## src/hdl/cffd_pkg.sv

```systemverilog
// Shared types and token codes for the DICT token decoder.
`default_nettype none

package cffd_pkg;

  typedef enum logic [3:0] {
    KIND_OP      = 4'd0,
    KIND_ESCOP   = 4'd1,
    KIND_ESCUNK  = 4'd2,
    KIND_INT     = 4'd3,
    KIND_NIBBLE  = 4'd4,
    KIND_REALEND = 4'd5,
    KIND_RESV    = 4'd6,
    KIND_UNSUP   = 4'd7,
    KIND_TRUNC   = 4'd8
  } token_kind_e;

  typedef struct packed {
    logic [7:0] dict_byte;
    logic       stream_end;
  } in_word_t;

  typedef struct packed {
    token_kind_e        token_kind;
    logic [7:0]         operator_code;
    logic signed [31:0] int_value;
    logic [3:0]         real_nibble;
    logic               last;
  } out_word_t;

  typedef struct packed {
    logic [1:0] count;
    out_word_t  first;
    out_word_t  second;
  } dec_res_t;

  localparam out_word_t BLANK_WORD = '{
    token_kind:    KIND_OP,
    operator_code: 8'd0,
    int_value:     32'sd0,
    real_nibble:   4'd0,
    last:          1'b0
  };

endpackage

`default_nettype wire

```

## src/hdl/cff_dict_token_decoder.sv

```systemverilog
// Top level of the DICT byte-stream token decoder.
//
//   channel  direction  handshake             word
//   in       input      in_valid_i/in_stall_o    dict_byte, stream_end
//   out      output     out_valid_o/out_stall_i  token_kind, operator_code,
//                                                int_value, real_nibble, last
//
// One byte is taken per cycle while in_stall_o is low; its tokens enter a
// four-word result queue in the same cycle and leave it one word per cycle
// while out_stall_i is low, so bytes giving two real nibbles are paced by the
// single output port. Each word is registered in the queue and read from its head.
// Reset clears the decode phase and empties the queue.
// in_stall_o rises while the queue has fewer than two free words.
`default_nettype none

module cff_dict_token_decoder (
  input  logic                clk_i,
  input  logic                rst_ni,
  input  logic                in_valid_i,
  output logic                in_stall_o,
  input  cffd_pkg::in_word_t  in_word_i,
  output logic                out_valid_o,
  input  logic                out_stall_i,
  output cffd_pkg::out_word_t out_word_o
);

  logic               step;
  logic               full;
  cffd_pkg::dec_res_t res;

  assign in_stall_o = full;
  assign step       = in_valid_i && !full;

  cffd_decode u_decode (
    .clk_i  (clk_i),
    .rst_ni (rst_ni),
    .step_i (step),
    .word_i (in_word_i),
    .res_o  (res)
  );

  cffd_result_fifo u_fifo (
    .clk_i       (clk_i),
    .rst_ni      (rst_ni),
    .push_i      (step),
    .res_i       (res),
    .full_o      (full),
    .out_valid_o (out_valid_o),
    .out_stall_i (out_stall_i),
    .out_word_o  (out_word_o)
  );

endmodule

`default_nettype wire

```

## src/hdl/cffd_decode.sv

```systemverilog
// Byte decoder: phase state and per-byte token generation.
`default_nettype none

module cffd_decode (
  input  logic              clk_i,
  input  logic              rst_ni,
  input  logic              step_i,
  input  cffd_pkg::in_word_t word_i,
  output cffd_pkg::dec_res_t res_o
);

  localparam logic [7:0]  EscByte   = 8'd12;
  localparam logic [7:0]  LastOp    = 8'd27;
  localparam logic [7:0]  Int16Lead = 8'd28;
  localparam logic [7:0]  Int32Lead = 8'd29;
  localparam logic [7:0]  RealLead  = 8'd30;
  localparam logic [7:0]  Type2Lead = 8'd31;
  localparam logic [7:0]  LastShort = 8'd246;
  localparam logic [7:0]  PosLead   = 8'd247;
  localparam logic [7:0]  PosLast   = 8'd250;
  localparam logic [7:0]  NegLast   = 8'd254;
  localparam logic [7:0]  MaxEscOp  = 8'd39;
  localparam logic [31:0] ShortBias = 32'd139;
  localparam logic [31:0] LongBias  = 32'd108;
  localparam logic [3:0]  NibEnd    = 4'hf;

  typedef enum logic [3:0] {
    PH_IDLE = 4'b0001,
    PH_ESC  = 4'b0010,
    PH_INT  = 4'b0100,
    PH_REAL = 4'b1000
  } phase_e;

  phase_e      phase_q, phase_d;
  logic [2:0]  left_q, left_d;
  logic [31:0] acc_q, acc_d;
  logic [7:0]  lead_q, lead_d;

  logic [7:0]  b;
  logic [3:0]  hi, lo;
  logic [31:0] acc_shift;
  logic [2:0]  left_dec;
  logic [7:0]  lead_off;
  logic [1:0]  neg_k;
  logic [31:0] pos_val, neg_mag, int_fin;
  cffd_pkg::out_word_t r0, r1;
  logic [1:0]  cnt;

  assign b         = word_i.dict_byte;
  assign hi        = b[7:4];
  assign lo        = b[3:0];
  assign acc_shift = {acc_q[23:0], b};
  assign left_dec  = left_q - 3'd1;
  assign lead_off  = lead_q - PosLead;
  assign neg_k     = lead_q[1:0] + 2'd1;
  assign pos_val   = LongBias + {22'd0, lead_off[1:0], b};
  assign neg_mag   = LongBias + {22'd0, neg_k, b};

  always_comb begin
    if (lead_q == Int16Lead) begin
      int_fin = {{16{acc_shift[15]}}, acc_shift[15:0]};
    end else if (lead_q == Int32Lead) begin
      int_fin = acc_shift;
    end else if (lead_q >= PosLead && lead_q <= PosLast) begin
      int_fin = pos_val;
    end else begin
      int_fin = 32'd0 - neg_mag;
    end
  end

  always_comb begin
    phase_d = phase_q;
    left_d  = left_q;
    acc_d   = acc_q;
    lead_d  = lead_q;
    cnt     = 2'd0;
    r0      = cffd_pkg::BLANK_WORD;
    r1      = cffd_pkg::BLANK_WORD;
    case (phase_q)
      PH_ESC: begin
        r0.token_kind    = (b > MaxEscOp) ? cffd_pkg::KIND_ESCUNK : cffd_pkg::KIND_ESCOP;
        r0.operator_code = b;
        cnt              = 2'd1;
        phase_d          = PH_IDLE;
      end
      PH_INT: begin
        acc_d  = acc_shift;
        left_d = left_dec;
        if (left_dec == 3'd0) begin
          r0.token_kind = cffd_pkg::KIND_INT;
          r0.int_value  = int_fin;
          cnt           = 2'd1;
          phase_d       = PH_IDLE;
        end
      end
      PH_REAL: begin
        if (hi == NibEnd) begin
          r0.token_kind = cffd_pkg::KIND_REALEND;
          cnt           = 2'd1;
          phase_d       = PH_IDLE;
        end else begin
          r0.token_kind  = cffd_pkg::KIND_NIBBLE;
          r0.real_nibble = hi;
          cnt            = 2'd2;
          if (lo == NibEnd) begin
            r1.token_kind = cffd_pkg::KIND_REALEND;
            phase_d       = PH_IDLE;
          end else begin
            r1.token_kind  = cffd_pkg::KIND_NIBBLE;
            r1.real_nibble = lo;
          end
        end
      end
      default: begin
        phase_d = PH_IDLE;
        if (b == EscByte) begin
          phase_d = PH_ESC;
        end else if (b <= LastOp) begin
          r0.token_kind    = cffd_pkg::KIND_OP;
          r0.operator_code = b;
          cnt              = 2'd1;
        end else if (b == Int16Lead || b == Int32Lead) begin
          lead_d  = b;
          acc_d   = 32'd0;
          left_d  = (b == Int16Lead) ? 3'd2 : 3'd4;
          phase_d = PH_INT;
        end else if (b == RealLead) begin
          phase_d = PH_REAL;
        end else if (b == Type2Lead) begin
          r0.token_kind = cffd_pkg::KIND_UNSUP;
          cnt           = 2'd1;
        end else if (b <= LastShort) begin
          r0.token_kind = cffd_pkg::KIND_INT;
          r0.int_value  = {24'd0, b} - ShortBias;
          cnt           = 2'd1;
        end else if (b <= NegLast) begin
          lead_d  = b;
          acc_d   = 32'd0;
          left_d  = 3'd1;
          phase_d = PH_INT;
        end else begin
          r0.token_kind = cffd_pkg::KIND_RESV;
          cnt           = 2'd1;
        end
      end
    endcase
    if (word_i.stream_end && phase_d != PH_IDLE) begin
      r0            = cffd_pkg::BLANK_WORD;
      r1            = cffd_pkg::BLANK_WORD;
      r0.token_kind = cffd_pkg::KIND_TRUNC;
      cnt           = 2'd1;
      phase_d       = PH_IDLE;
      left_d        = 3'd0;
      acc_d         = 32'd0;
      lead_d        = 8'd0;
    end
    if (cnt == 2'd1) begin
      r0.last = 1'b1;
    end
    if (cnt == 2'd2) begin
      r1.last = 1'b1;
    end
  end

  always_ff @(posedge clk_i or negedge rst_ni) begin
    if (!rst_ni) begin
      phase_q <= PH_IDLE;
      left_q  <= 3'd0;
      acc_q   <= 32'd0;
      lead_q  <= 8'd0;
    end else if (step_i) begin
      phase_q <= phase_d;
      left_q  <= left_d;
      acc_q   <= acc_d;
      lead_q  <= lead_d;
    end
  end

  assign res_o.count  = cnt;
  assign res_o.first  = r0;
  assign res_o.second = r1;

endmodule

`default_nettype wire

```

## src/hdl/cffd_result_fifo.sv

```systemverilog
// Result queue: takes up to two tokens a cycle, hands out one while out_stall_i is low.
`default_nettype none

module cffd_result_fifo (
  input  logic                clk_i,
  input  logic                rst_ni,
  input  logic                push_i,
  input  cffd_pkg::dec_res_t  res_i,
  output logic                full_o,
  output logic                out_valid_o,
  input  logic                out_stall_i,
  output cffd_pkg::out_word_t out_word_o
);

  localparam int unsigned Depth = 4;
  localparam int unsigned PtrW  = $clog2(Depth);
  localparam int unsigned CntW  = $clog2(Depth + 1);

  cffd_pkg::out_word_t mem_q [Depth];
  logic [PtrW-1:0] wr_ptr_q, wr_ptr_d, rd_ptr_q, rd_ptr_d, wr_next;
  logic [CntW-1:0] count_q, count_d, push_n;
  logic            pop;

  assign push_n   = push_i ? CntW'(res_i.count) : '0;
  assign pop      = out_valid_o && !out_stall_i;
  assign wr_next  = wr_ptr_q + PtrW'(1);
  assign wr_ptr_d = wr_ptr_q + PtrW'(push_n);
  assign rd_ptr_d = rd_ptr_q + PtrW'(pop);
  assign count_d  = count_q + push_n - CntW'(pop);

  assign full_o      = count_q > CntW'(Depth - 2);
  assign out_valid_o = count_q != '0;
  assign out_word_o  = mem_q[rd_ptr_q];

  always_ff @(posedge clk_i or negedge rst_ni) begin
    if (!rst_ni) begin
      wr_ptr_q <= '0;
      rd_ptr_q <= '0;
      count_q  <= '0;
    end else begin
      wr_ptr_q <= wr_ptr_d;
      rd_ptr_q <= rd_ptr_d;
      count_q  <= count_d;
    end
  end

  always_ff @(posedge clk_i) begin
    if (push_n != '0) begin
      mem_q[wr_ptr_q] <= res_i.first;
    end
    if (push_n == CntW'(2)) begin
      mem_q[wr_next] <= res_i.second;
    end
  end

endmodule

`default_nettype wire

```

## config.mk

```make
export PLATFORM = sky130hd
export DESIGN_NAME = cff_dict_token_decoder
export DESIGN_NICKNAME = d
export VERILOG_FILES = /design/src/hdl/cffd_pkg.sv /design/src/hdl/cff_dict_token_decoder.sv /design/src/hdl/cffd_decode.sv /design/src/hdl/cffd_result_fifo.sv
export SDC_FILE = /design/constraint.sdc
export NUM_CORES = 1
export LEC_CHECK = 0
export ABC_AREA = 1
export BUFFER_PORTS_ARGS = -buffer_cell sky130_fd_sc_hd__buf_2
export CAP_MARGIN = 10
export CORE_ASPECT_RATIO = 1.75
export CORE_MARGIN = 2
export CORE_UTILIZATION = 60
export CTS_CLUSTER_SIZE = 40
export DETAILED_ROUTE_END_ITERATION = 8
export PLACE_DENSITY = 0.78
export SLEW_MARGIN = 20
export SYNTH_ARGS = -nofsm -noshare
export SYNTH_HDL_FRONTEND = slang
export SYNTH_SLANG_ARGS = --single-unit
```

## constraint.sdc

```tcl
create_clock -name clk_i -period 4.2 [get_ports clk_i]
set_clock_uncertainty 0.05 [all_clocks]
set_input_delay 0.63 -clock clk_i [delete_from_list [all_inputs] [get_ports clk_i]]
set_output_delay 0.63 -clock clk_i [all_outputs]
set_load 0.02 [all_outputs]
```

## Word-level counts from Yosys, hierarchy flattened

Memory sizes are Yosys's and may differ from the RTL's.
Cells that the tools add are included.

| operators by class | value |
|---|---|
| reductions and logical operators | 17 |
| equality and inequality tests | 28 |
| $lt $le $gt $ge | 7 |
| $add $sub $neg | 12 |
| mux-type cells | 91 |

Operator list:

| kind | number |
|---|---|
| $mux W32 | 9 |
| $mux W24 | 8 |
| $mux W49 | 2 |
| $mux W4 | 22 |
| $mux W8 | 10 |
| $pmux W32 S2 | 1 |
| $eq A8 B5 Y1 const B | 6 |
| $pmux W24 S2 | 1 |
| $mux W44 | 1 |
| $mux W3 | 11 |
| $sub A1 B32 Y32 const A | 1 |
| $le A8 B8 Y1 const B | 3 |
| $pmux W4 S3 | 2 |
| $add A7 B10 Y11 const A | 2 |
| $mux W2 | 10 |
| $pmux W8 S2 | 1 |
| $reduce_and A8 Y1 | 2 |
| $eq A4 B4 Y1 const B | 3 |
| $ne A4 B3 Y1 const B | 3 |
| $mux W1 | 11 |
| $ne A3 B2 Y1 const B | 3 |
| $reduce_bool A3 Y1 | 3 |
| $sub A8 B8 Y9 const B | 1 |
| $eq A8 B4 Y1 const B | 1 |
| 29 further kinds | 38 |

| storage, ports and cells | value |
|---|---|
| flip-flop bits (word level) | 46 |
| output and inout port bits | 51 |
| input port bits | 13 |
| memories kept | 1 |
| word-level logic and storage cells | 163 |
| RAM bits | 196 |

Memory list:

| name | words | bits a word | rd ports | clocked after Yosys merged registers in | wr ports | line | RTL |
|---|---|---|---|---|---|---|---|
| u_fifo.mem_q | 4 | 49 | 1 | 0 | 2 | cffd_result_fifo.sv:19 | `cffd_pkg::out_word_t mem_q [Depth];` |

## Logic depth before layout (Yosys ltp)

Gate-level depths: netlist of the first run.

| depth | value |
|---|---|
| word-level depth | 16 |
| gate-level depth with buffers | 19 |
| mapped depth without buffers | 19 |

## Hierarchy

A second synthesis of the first run with hierarchy kept.

| unflattened totals | value |
|---|---|
| cell total of the unflattened synthesis | 1744 |
| area, all modules | 14133.6 µm² |

Modules (own cells, without submodules):

| module | seq. area each (µm²) | area each (µm²) | cells an instance | instances |
|---|---|---|---|---|
| cffd_result_fifo | 6060.8 | 9970.8 | 1069 | 1 |
| cffd_decode | 977.2 | 4152.7 | 673 | 1 |
| cff_dict_token_decoder | 0.0 | 10.0 | 2 | 1 |

## Least setup slack after synthesis of the first run

No wires, ideal clock.

| timing path | value |
|---|---|
| path kind | input to register |
| from | input port in_word_i[2] (netlist bit) |
| to | register u_fifo.count_q[2] |
| arrival | 2.757 ns |
| stages on the path | 14 |
| library setup time | 0.129 ns |
| data required time | 4.021 ns |
| buffers on the path | 0 |
| slack | 1.264 ns |
| cell sequence | inv_1 -> ha_1 -> nand2_1 -> inv_1 -> nand3_1 -> nand2_1 -> nor2_2 -> nand3_2 -> nand4_4 -> nand3_4 -> ha_1 -> fa_1 -> xnor2_1 -> xor2_1 |

| on the way | value |
|---|---|
| longest elaborated chain between the ends | 15 |
| elaborated cells between the ends (all ways) | 34 |
| those cells by class | 2 x add/sub; 3 x order compare; 7 x eq/ne; 20 x mux; 2 x reduce/logical |

Ends and longest elaborated chain:

| item | line | RTL |
|---|---|---|
| start, declared | cff_dict_token_decoder.sv:21 | `input cffd_pkg::in_word_t in_word_i,` |
| $le A8 B8 Y1 | cffd_decode.sv:136 | `end else if (b <= NegLast) begin` |
| $mux W3 | cffd_decode.sv:136 |  |
| $mux W4 | cffd_decode.sv:132 | `end else if (b <= LastShort) begin` |
| $mux W4 | cffd_decode.sv:129 | `end else if (b == Type2Lead) begin` |
| $mux W4 | cffd_decode.sv:127 | `end else if (b == RealLead) begin` |
| $mux W4 | cffd_decode.sv:122 | `end else if (b == Int16Lead \|\| b == Int32Lead) begin` |
| $mux W4 | cffd_decode.sv:118 | `end else if (b <= LastOp) begin` |
| $mux W4 | cffd_decode.sv:116 | `if (b == EscByte) begin` |
| $pmux W4 S3 | cffd_decode.sv:79 | `case (phase_q)` |
| $ne A4 B1 Y1 | cffd_decode.sv:147 | `if (word_i.stream_end && phase_d != PH_IDLE) begin` |
| $logic_and A1 B1 Y1 | cffd_decode.sv:147 |  |
| $mux W2 * | cffd_decode.sv:147 |  |
| $mux W2 * | cffd_result_fifo.sv:24 | `assign push_n = push_i ? CntW'(res_i.count) : '0;` |
| $add A3 B3 Y3 * | cffd_result_fifo.sv:29 | `assign count_d = count_q + push_n - CntW'(pop);` |
| $sub A3 B1 Y3 * | cffd_result_fifo.sv:29 |  |
| named net u_fifo.count_d[2] | cffd_result_fifo.sv:21 | `logic [CntW-1:0] count_q, count_d, push_n;` |
| end signal, assigned | cffd_result_fifo.sv:43 | `count_q <= count_d;` |
| end, declared | cffd_result_fifo.sv:21 |  |

The timed path passes the listed nets; every way through them passes the cells marked *.
A chain may end at the register's enable or synchronous reset.

==> results.json, run 1 <==
{
  "antenna_found_initial": 0,
  "cts.root.buffer_cell": "clkbuf_16",
  "pin_count": 64,
  "fin_total_pwr_mw": 9.79,
  "tritoncts": "done",
  "drc": 0,
  "htree_levels": 1,
  "crit_chain": "inv_1 -> ha_1 -> inv_1 -> nand2_1 -> nand2_1 -> nand3_1 -> buf_4 -> nand2_1 -> nor2_1 -> nand4_4 -> nand3_4 -> inv_2 -> nand2_2 -> buf_4 -> nand3_1 -> nand2_1",
  "syn_to_final_growth_pct": 8.08,
  "insertedDiodeCount": 0,
  "overflow": 0,
  "r2r_start": "u_decode.left_q[0]",
  "gp_congestion": 1.01,
  "clk_pin_slew_worst_paths_ns": 0.06,
  "drv_cap": 0,
  "rsz0062_at_grt": "no",
  "synth_top_area_share_pct": 27.1,
  "core_area_um2": 20300,
  "synth_flop_cell": "dfxtp_1",
  "io_buffers": 63,
  "crit_top_cell": "nand2_1",
  "worst_path_max_delay_cell": "buf_4",
  "status": "complete, no violations",
  "slew_viol_final": 0,
  "crit_type": "reg -> reg",
  "dpl_cell_area_um2": 12700,
  "grt_max_degree": 100,
  "worst-path-buf-inv": 5,
  "dp_cells": 1952,
  "cp-end-kind": "register",
  "arrival_ns": 3.72,
  "avgSynthCellArea_um2": 7.20,
  "yosysWarningCount": 0,
  "die_area_um2": 21900,
  "hold_buffers": 0,
  "p_per_area_nw_per_um2": 729,
  "p_leak_nw": 6.29,
  "crit_cells": 16,
  "postSynthCellCount": 1725,
  "grt_pass1_vias": 11500,
  "clock-sinks": 242,
  "startpoint": "u_decode.left_q[0]",
  "wirelength_mm": 38.4,
  "final_area_um2": 13400,
  "crit_family": "simple AND/OR/NAND/NOR gates",
  "peakVddDrop_uv": 504,
  "fin_crit_ns": 3.32,
  "ys_async_sr_fraction_pct": 19.0,
  "maxSlewHeadroom_pct": 31.1,
  "hpwlAfterDp_mm": 25.5,
  "vias_per_cell": 6.09,
  "synth-edff-count": 28,
  "fp.dieW_um": 113,
  "worst_slack_ns": 0.880,
  "setup_tns_ns": 0,
  "syn-num-nets": 1759,
  "hold_viol_final": 0,
  "worst_pin_slew_ns": 1.03,
  "die_h_um": 194,
  "drtIter0Drc": 1211,
  "cts_buffer_depth": 3,
  "hp-class": "in -> async",
  "rows": 69,
  "track_usage_pct": 34.2,
  "crit_path_max_fanout": 28,
  "ant_nets": 0,
  "synthTopCellsByArea": "dfxtp_1 27%, nand2_1 15%, nand3_1 10%",
  "fin_hold_ws_ns": 0.0637,
  "synthesis.area_um2": 12400,
  "finalSetupViolations": 0,
  "post_cts_resized": 0,
  "finish.utilization_pct": 66.2,
  "cts-buffers-inserted": 23,
  "grt_first_pass_wirelength_mm": 60.2,
  "finalCritPeriodShare_pct": 79.0,
  "fmax_ghz": 0.301,
  "dr.pass1.iters": 5,
  "cts_setup_buffers": 0,
  "synth_common_cells": "504 x nand2_1, 260 x nand3_1, 171 x o21ai_0",
  "yosysMostFrequentCell": "nand2_1",
  "fin_cells": 1994,
  "seq_area_frac_synth_pct": 43.1,
  "final_nets": 1763,
  "drive_gt1_share_pct": 11.1,
  "initial_core_util_pct": 61.3,
  "clock_latency_ns": 0.52,
  "synth.largest_area_cell": "dfxtp_1",
  "dr_total_vias": 12100,
  "routedWlPerCell_um": 19.3,
  "ys_ff_latch": 242,
  "critPathMaxStageDelay_ns": 0.44,
  "synth_cell_types": 44,
  "reg2regPathDepth": 16,
  "cp.required_ns": 4.60,
  "pre_cts_ws_ns": 0.733,
  "setup.worst_path.start_class": "register"
}
[routing by layer]
| layer | global-route usage [%] | vias up | share of wire, % |
|---|---|---|---|
| met4 | 21.4 | 0 | 7.1 |
| met3 | 4.05 | 142 | 7.4 |
| met2 | 58.4 | 612 | 49 |
| li1 | - | 5725 | - |
| met5 | 0 | - | 0 |
| met1 | 40.5 | 5665 | 36 |
[path summary, 6_finish.rpt]
kind	slack, ns	to
max	0.88	u_fifo.mem_q[3][14]
max reg2reg	0.88	u_fifo.mem_q[3][14]
min in group clk_i	0.41	u_fifo.mem_q[1][11]
min reg2reg	0.41	u_fifo.mem_q[1][11]
max in group asynchronous	3.60	u_fifo.rd_ptr_q[0]
min	0.06	u_decode.left_q[1]
[where the power goes]
group / switching, mW / total, mW / internal (mW) / leakage, nW
clock network: 0.885 / 1.95 / 1.07 / 0.352
registers: 0.422 / 3.61 / 3.19 / 2.26
logic: 2.83 / 4.23 / 1.39 / 3.68
[final cells by class]
type	count	area, um^2
clock buffer	32	639
timing repair buffer	98	593
clock inverter	10	53.8
inverter	82	308
tap	248	310
sequential	242	5360
multi-input combinational	1282	6170
fill	1837	6860
[state kept, by name, indices dropped and copies added (netlist names)]
register          flops
u_decode.acc_q       24
u_decode.lead_q       8
u_decode.left_q       3
u_decode.phase_q      4
u_fifo.count_q        3
u_fifo.mem_q        196
u_fifo.rd_ptr_q       2
u_fifo.wr_ptr_q       2
[cells by family (layout without fill, tap and decap cells)]
kind of cell / after synthesis / count (layout) / share of synthesized area, %
xor+xnor: 18 / 18 / 1.27
buf+inv: 201 / 222 / 7.57
simple gates: 946 / 946 / 32.6
fa+ha+maj: 21 / 21 / 2.17
compound gates: 297 / 297 / 13.3
flops: 242 / 242 / 43.1
[layout by cell type, fill, tap and decap left out, types with 35 or more instances in the layout]
cell | synthesis | final
buf_2 | 50 | 62
buf_4 | 15 | 35
dfrtp_1 | 45 | 44
dfxtp_1 | 168 | 168
inv_1 | 71 | 71
nand2_1 | 504 | 500
nand3_1 | 260 | 260
nor2_1 | 141 | 141
o21ai_0 | 171 | 171
o22ai_1 | 72 | 72
(Power assumes the default switching activity.)
==> inputs of run 2 (changes only) <==
ABC_AREA = 0   (was 1)
PLACE_DENSITY = 0.79   (was 0.78)
clock period = 3.2 ns   (was 4.2 ns; I/O delays follow)
==> run 2 against run 1 <==
Via count is 22% lower. Critical endpoint is now u_fifo.mem_q[0][21]. Maximum frequency grew 9.8%. Global-route usage down 1.0 points.
==> results.json, run 2 <==
{
  "status": "complete, no violations",
  "fp.dieW_um": 109,
  "pin_count": 64,
  "synth-edff-count": 28,
  "cts.root.buffer_cell": "clkbuf_16",
  "combPwrFrac_pct": 37.4,
  "synth_common_cells": "168 x dfxtp_1, 94 x o2bb2ai_1, 76 x a22o_1",
  "crit_path_max_fanout": 12,
  "seq_power_share_pct": 40.3,
  "postSynthCellCount": 1024,
  "hold_viol_final": 0,
  "clock-sinks": 242,
  "startpoint": "u_decode.phase_q[1]",
  "drv_cap": 0,
  "dpl_cell_area_um2": 12800,
  "worst_slack_ns": 0.176,
  "wirelength_mm": 33.3,
  "top_register": "u_fifo.mem_q",
  "reg2regPathDepth": 9,
  "core_area_um2": 18700,
  "track_usage_pct": 33.2,
  "finalSetupViolations": 0,
  "gp_congestion": 0.979,
  "synth_flop_cell": "dfxtp_1",
  "grt_max_degree": 48,
  "maxSlewHeadroom_pct": 49.2,
  "ant_nets": 0,
  "dr.pass1.iters": 8,
  "fmax_ghz": 0.331,
  "io_buffers": 63,
  "syn-num-nets": 1058,
  "drive_gt1_share_pct": 26.6,
  "die_area_um2": 20300,
  "tritoncts": "done",
  "antenna_found_initial": 0,
  "synthesis.area_um2": 11500,
  "insertedDiodeCount": 0,
  "dr_total_vias": 9417,
  "yosysMostFrequentCell": "dfxtp_1",
  "yosysWarningCount": 0,
  "final_common_cell": "dfxtp_1",
  "p_sw_mw": 4.38,
  "setup.worst_path.start_class": "register",
  "finish.utilization_pct": 72.7,
  "worstHoldPathCells": 4,
  "peakVddDrop_uv": 849,
  "die_h_um": 187,
  "pre_cts_ws_ns": -0.228,
  "syn_to_final_growth_pct": 18.2,
  "slew_viol_final": 0,
  "pwr-share-clk_pct": 22.3,
  "p_per_area_nw_per_um2": 926,
  "finalCritPeriodShare_pct": 94.5,
  "seq_area_frac_synth_pct": 46.7,
  "crit_type": "reg -> reg",
  "final_nets": 1176,
  "largestRegisters": "u_fifo.mem_q: 196 flops, u_decode.acc_q: 24 flops, u_decode.lead_q: 8 flops",
  "synth_cell_types": 84,
  "avgSynthCellArea_um2": 11.2,
  "initial_core_util_pct": 61.5,
  "cts-buffers-inserted": 22,
  "cp-end-kind": "register",
  "drtIter0Drc": 770,
  "synthTopCellsByArea": "dfxtp_1 29%, dfrtp_1 9.8%, mux4_2 9.6%",
  "fin_hold_ws_ns": 0.286,
  "worstSetupEndpoint": "u_fifo.mem_q[0][21]",
  "grt_pass1_vias": 9629,
  "grt_first_pass_wirelength_mm": 52.5,
  "final_area_um2": 13600,
  "clk_pin_slew_worst_paths_ns": 0.07,
  "hp-class": "in -> reg",
  "hpwlAfterDp_mm": 23.0,
  "sw_frac_of_total_pct": 34.8,
  "arrival_ns": 3.42,
  "fin_crit_ns": 3.02,
  "r2r_start": "u_decode.phase_q[1]",
  "overflow": 0,
  "p_leak_nw": 5.40,
  "ys_async_sr_fraction_pct": 19.0,
  "final_cell_mix": "168 x dfxtp_1, 94 x o2bb2ai_1, 93 x buf_4, 76 x a22o_1, 63 x buf_2",
  "ys_ff_latch": 242,
  "cts_setup_buffers": 0,
  "cp.required_ns": 3.60,
  "htree_levels": 1,
  "routedWlPerCell_um": 23.9,
  "intPower_mw": 8.19,
  "r2r_end": "u_fifo.mem_q[0][21]",
  "cts_buffer_depth": 3,
  "worst_pin_slew_ns": 0.757,
  "r2r_slack_ns": 0.18,
  "clock_latency_ns": 0.52,
  "synth.largest_area_cell": "dfxtp_1",
  "synth_top_area_share_pct": 29.3,
  "largest_reg_flops": 196,
  "rows": 66,
  "vias_per_cell": 6.75,
  "drc": 0
}
run 2: cells by family (layout without fill, tap and decap cells):
group / count (synthesis) / in the layout / share of synthesized area (%)
AOI/OAI and AO/OA: 345 / 345 / 24.5
xor gates and xnor gates: 17 / 17 / 1.30
adders and majority gates: 21 / 21 / 2.36
buffers and inverters: 127 / 261 / 4.95
DFF: 242 / 242 / 46.7
muxes: 54 / 54 / 10.1
and+or+nand+nor: 218 / 218 / 10.1
run 2: timing repair:
action,CTS,global route
gates resized for setup,0,3
setup endpoints to repair,0,11
hold endpoints to repair,10,0
hold buffers,1,0
run 2: per-stage QoR:
stage | setup TNS, ns | instances | total power, mW
detailed placement | -6.83 | 1355 | 9.71
global placement | -3.72 | 1355 | 9.53
global route | -0.106 | 1396 | 13.1
finish | 0 | 1396 | 12.6
floorplan | 0 | 1024 | 8.24
CTS | 0 | 1396 | 12.6
run 2: metal layers:
metal	global-route usage, %	share of wire, %	vias to the layer above
met4	19.6	6.6	0
met5	0	0	-
li1	-	-	4153
met3	3.69	5.9	123
met1	39.0	36	4650
met2	57.1	52	491
run 2: worst max-delay path, cell delays in order, from the launching register on:
cell and delay (ns):
dfrtp_1 0.51, nor4b_4 0.47, and4_1 0.30, a21oi_1 0.10, o211a_4 0.19, buf_4 0.20, a21boi_1 0.29, buf_4 0.27
nand3_1 0.30, o2bb2ai_1 0.26
run 2: worst min path at each step:
stage / from / to / slack, ns
floorplan: rst_ni / u_decode.acc_q[0] / 0.13
global placement: rst_ni / u_decode.phase_q[2] / 0.34
detailed placement: rst_ni / u_decode.phase_q[2] / 0.34
CTS: in_word_i[0] / u_decode.phase_q[0] / 0.28
global route: in_word_i[0] / u_decode.phase_q[0] / 0.32
finish: in_word_i[0] / u_decode.phase_q[0] / 0.29
run 2: final cells by class:
| cell class | instances | area, um^2 |
|---|---|---|
| Timing Repair Buffer | 171 | 1300 |
| Clock buffer | 31 | 661 |
| Multi-Input combinational cell | 655 | 5630 |
| Inverter | 50 | 188 |
| Fill cell | 1262 | 5100 |
| Sequential cell | 242 | 5360 |
| Tap cell | 238 | 298 |
| Clock inverter | 9 | 116 |
run 2: power by group through the flow:
stage          Sequential, mW  Clock, mW  Combinational (mW)
2_1_floorplan            4.74          0                3.50
3_3_place_gp             5.01          0                4.52
3_5_place_dp             5.07          0                4.64
4_1_cts                  5.04       2.81                4.71
5_1_grt                  5.18       2.93                5.02
6_report                 5.07       2.80                4.70
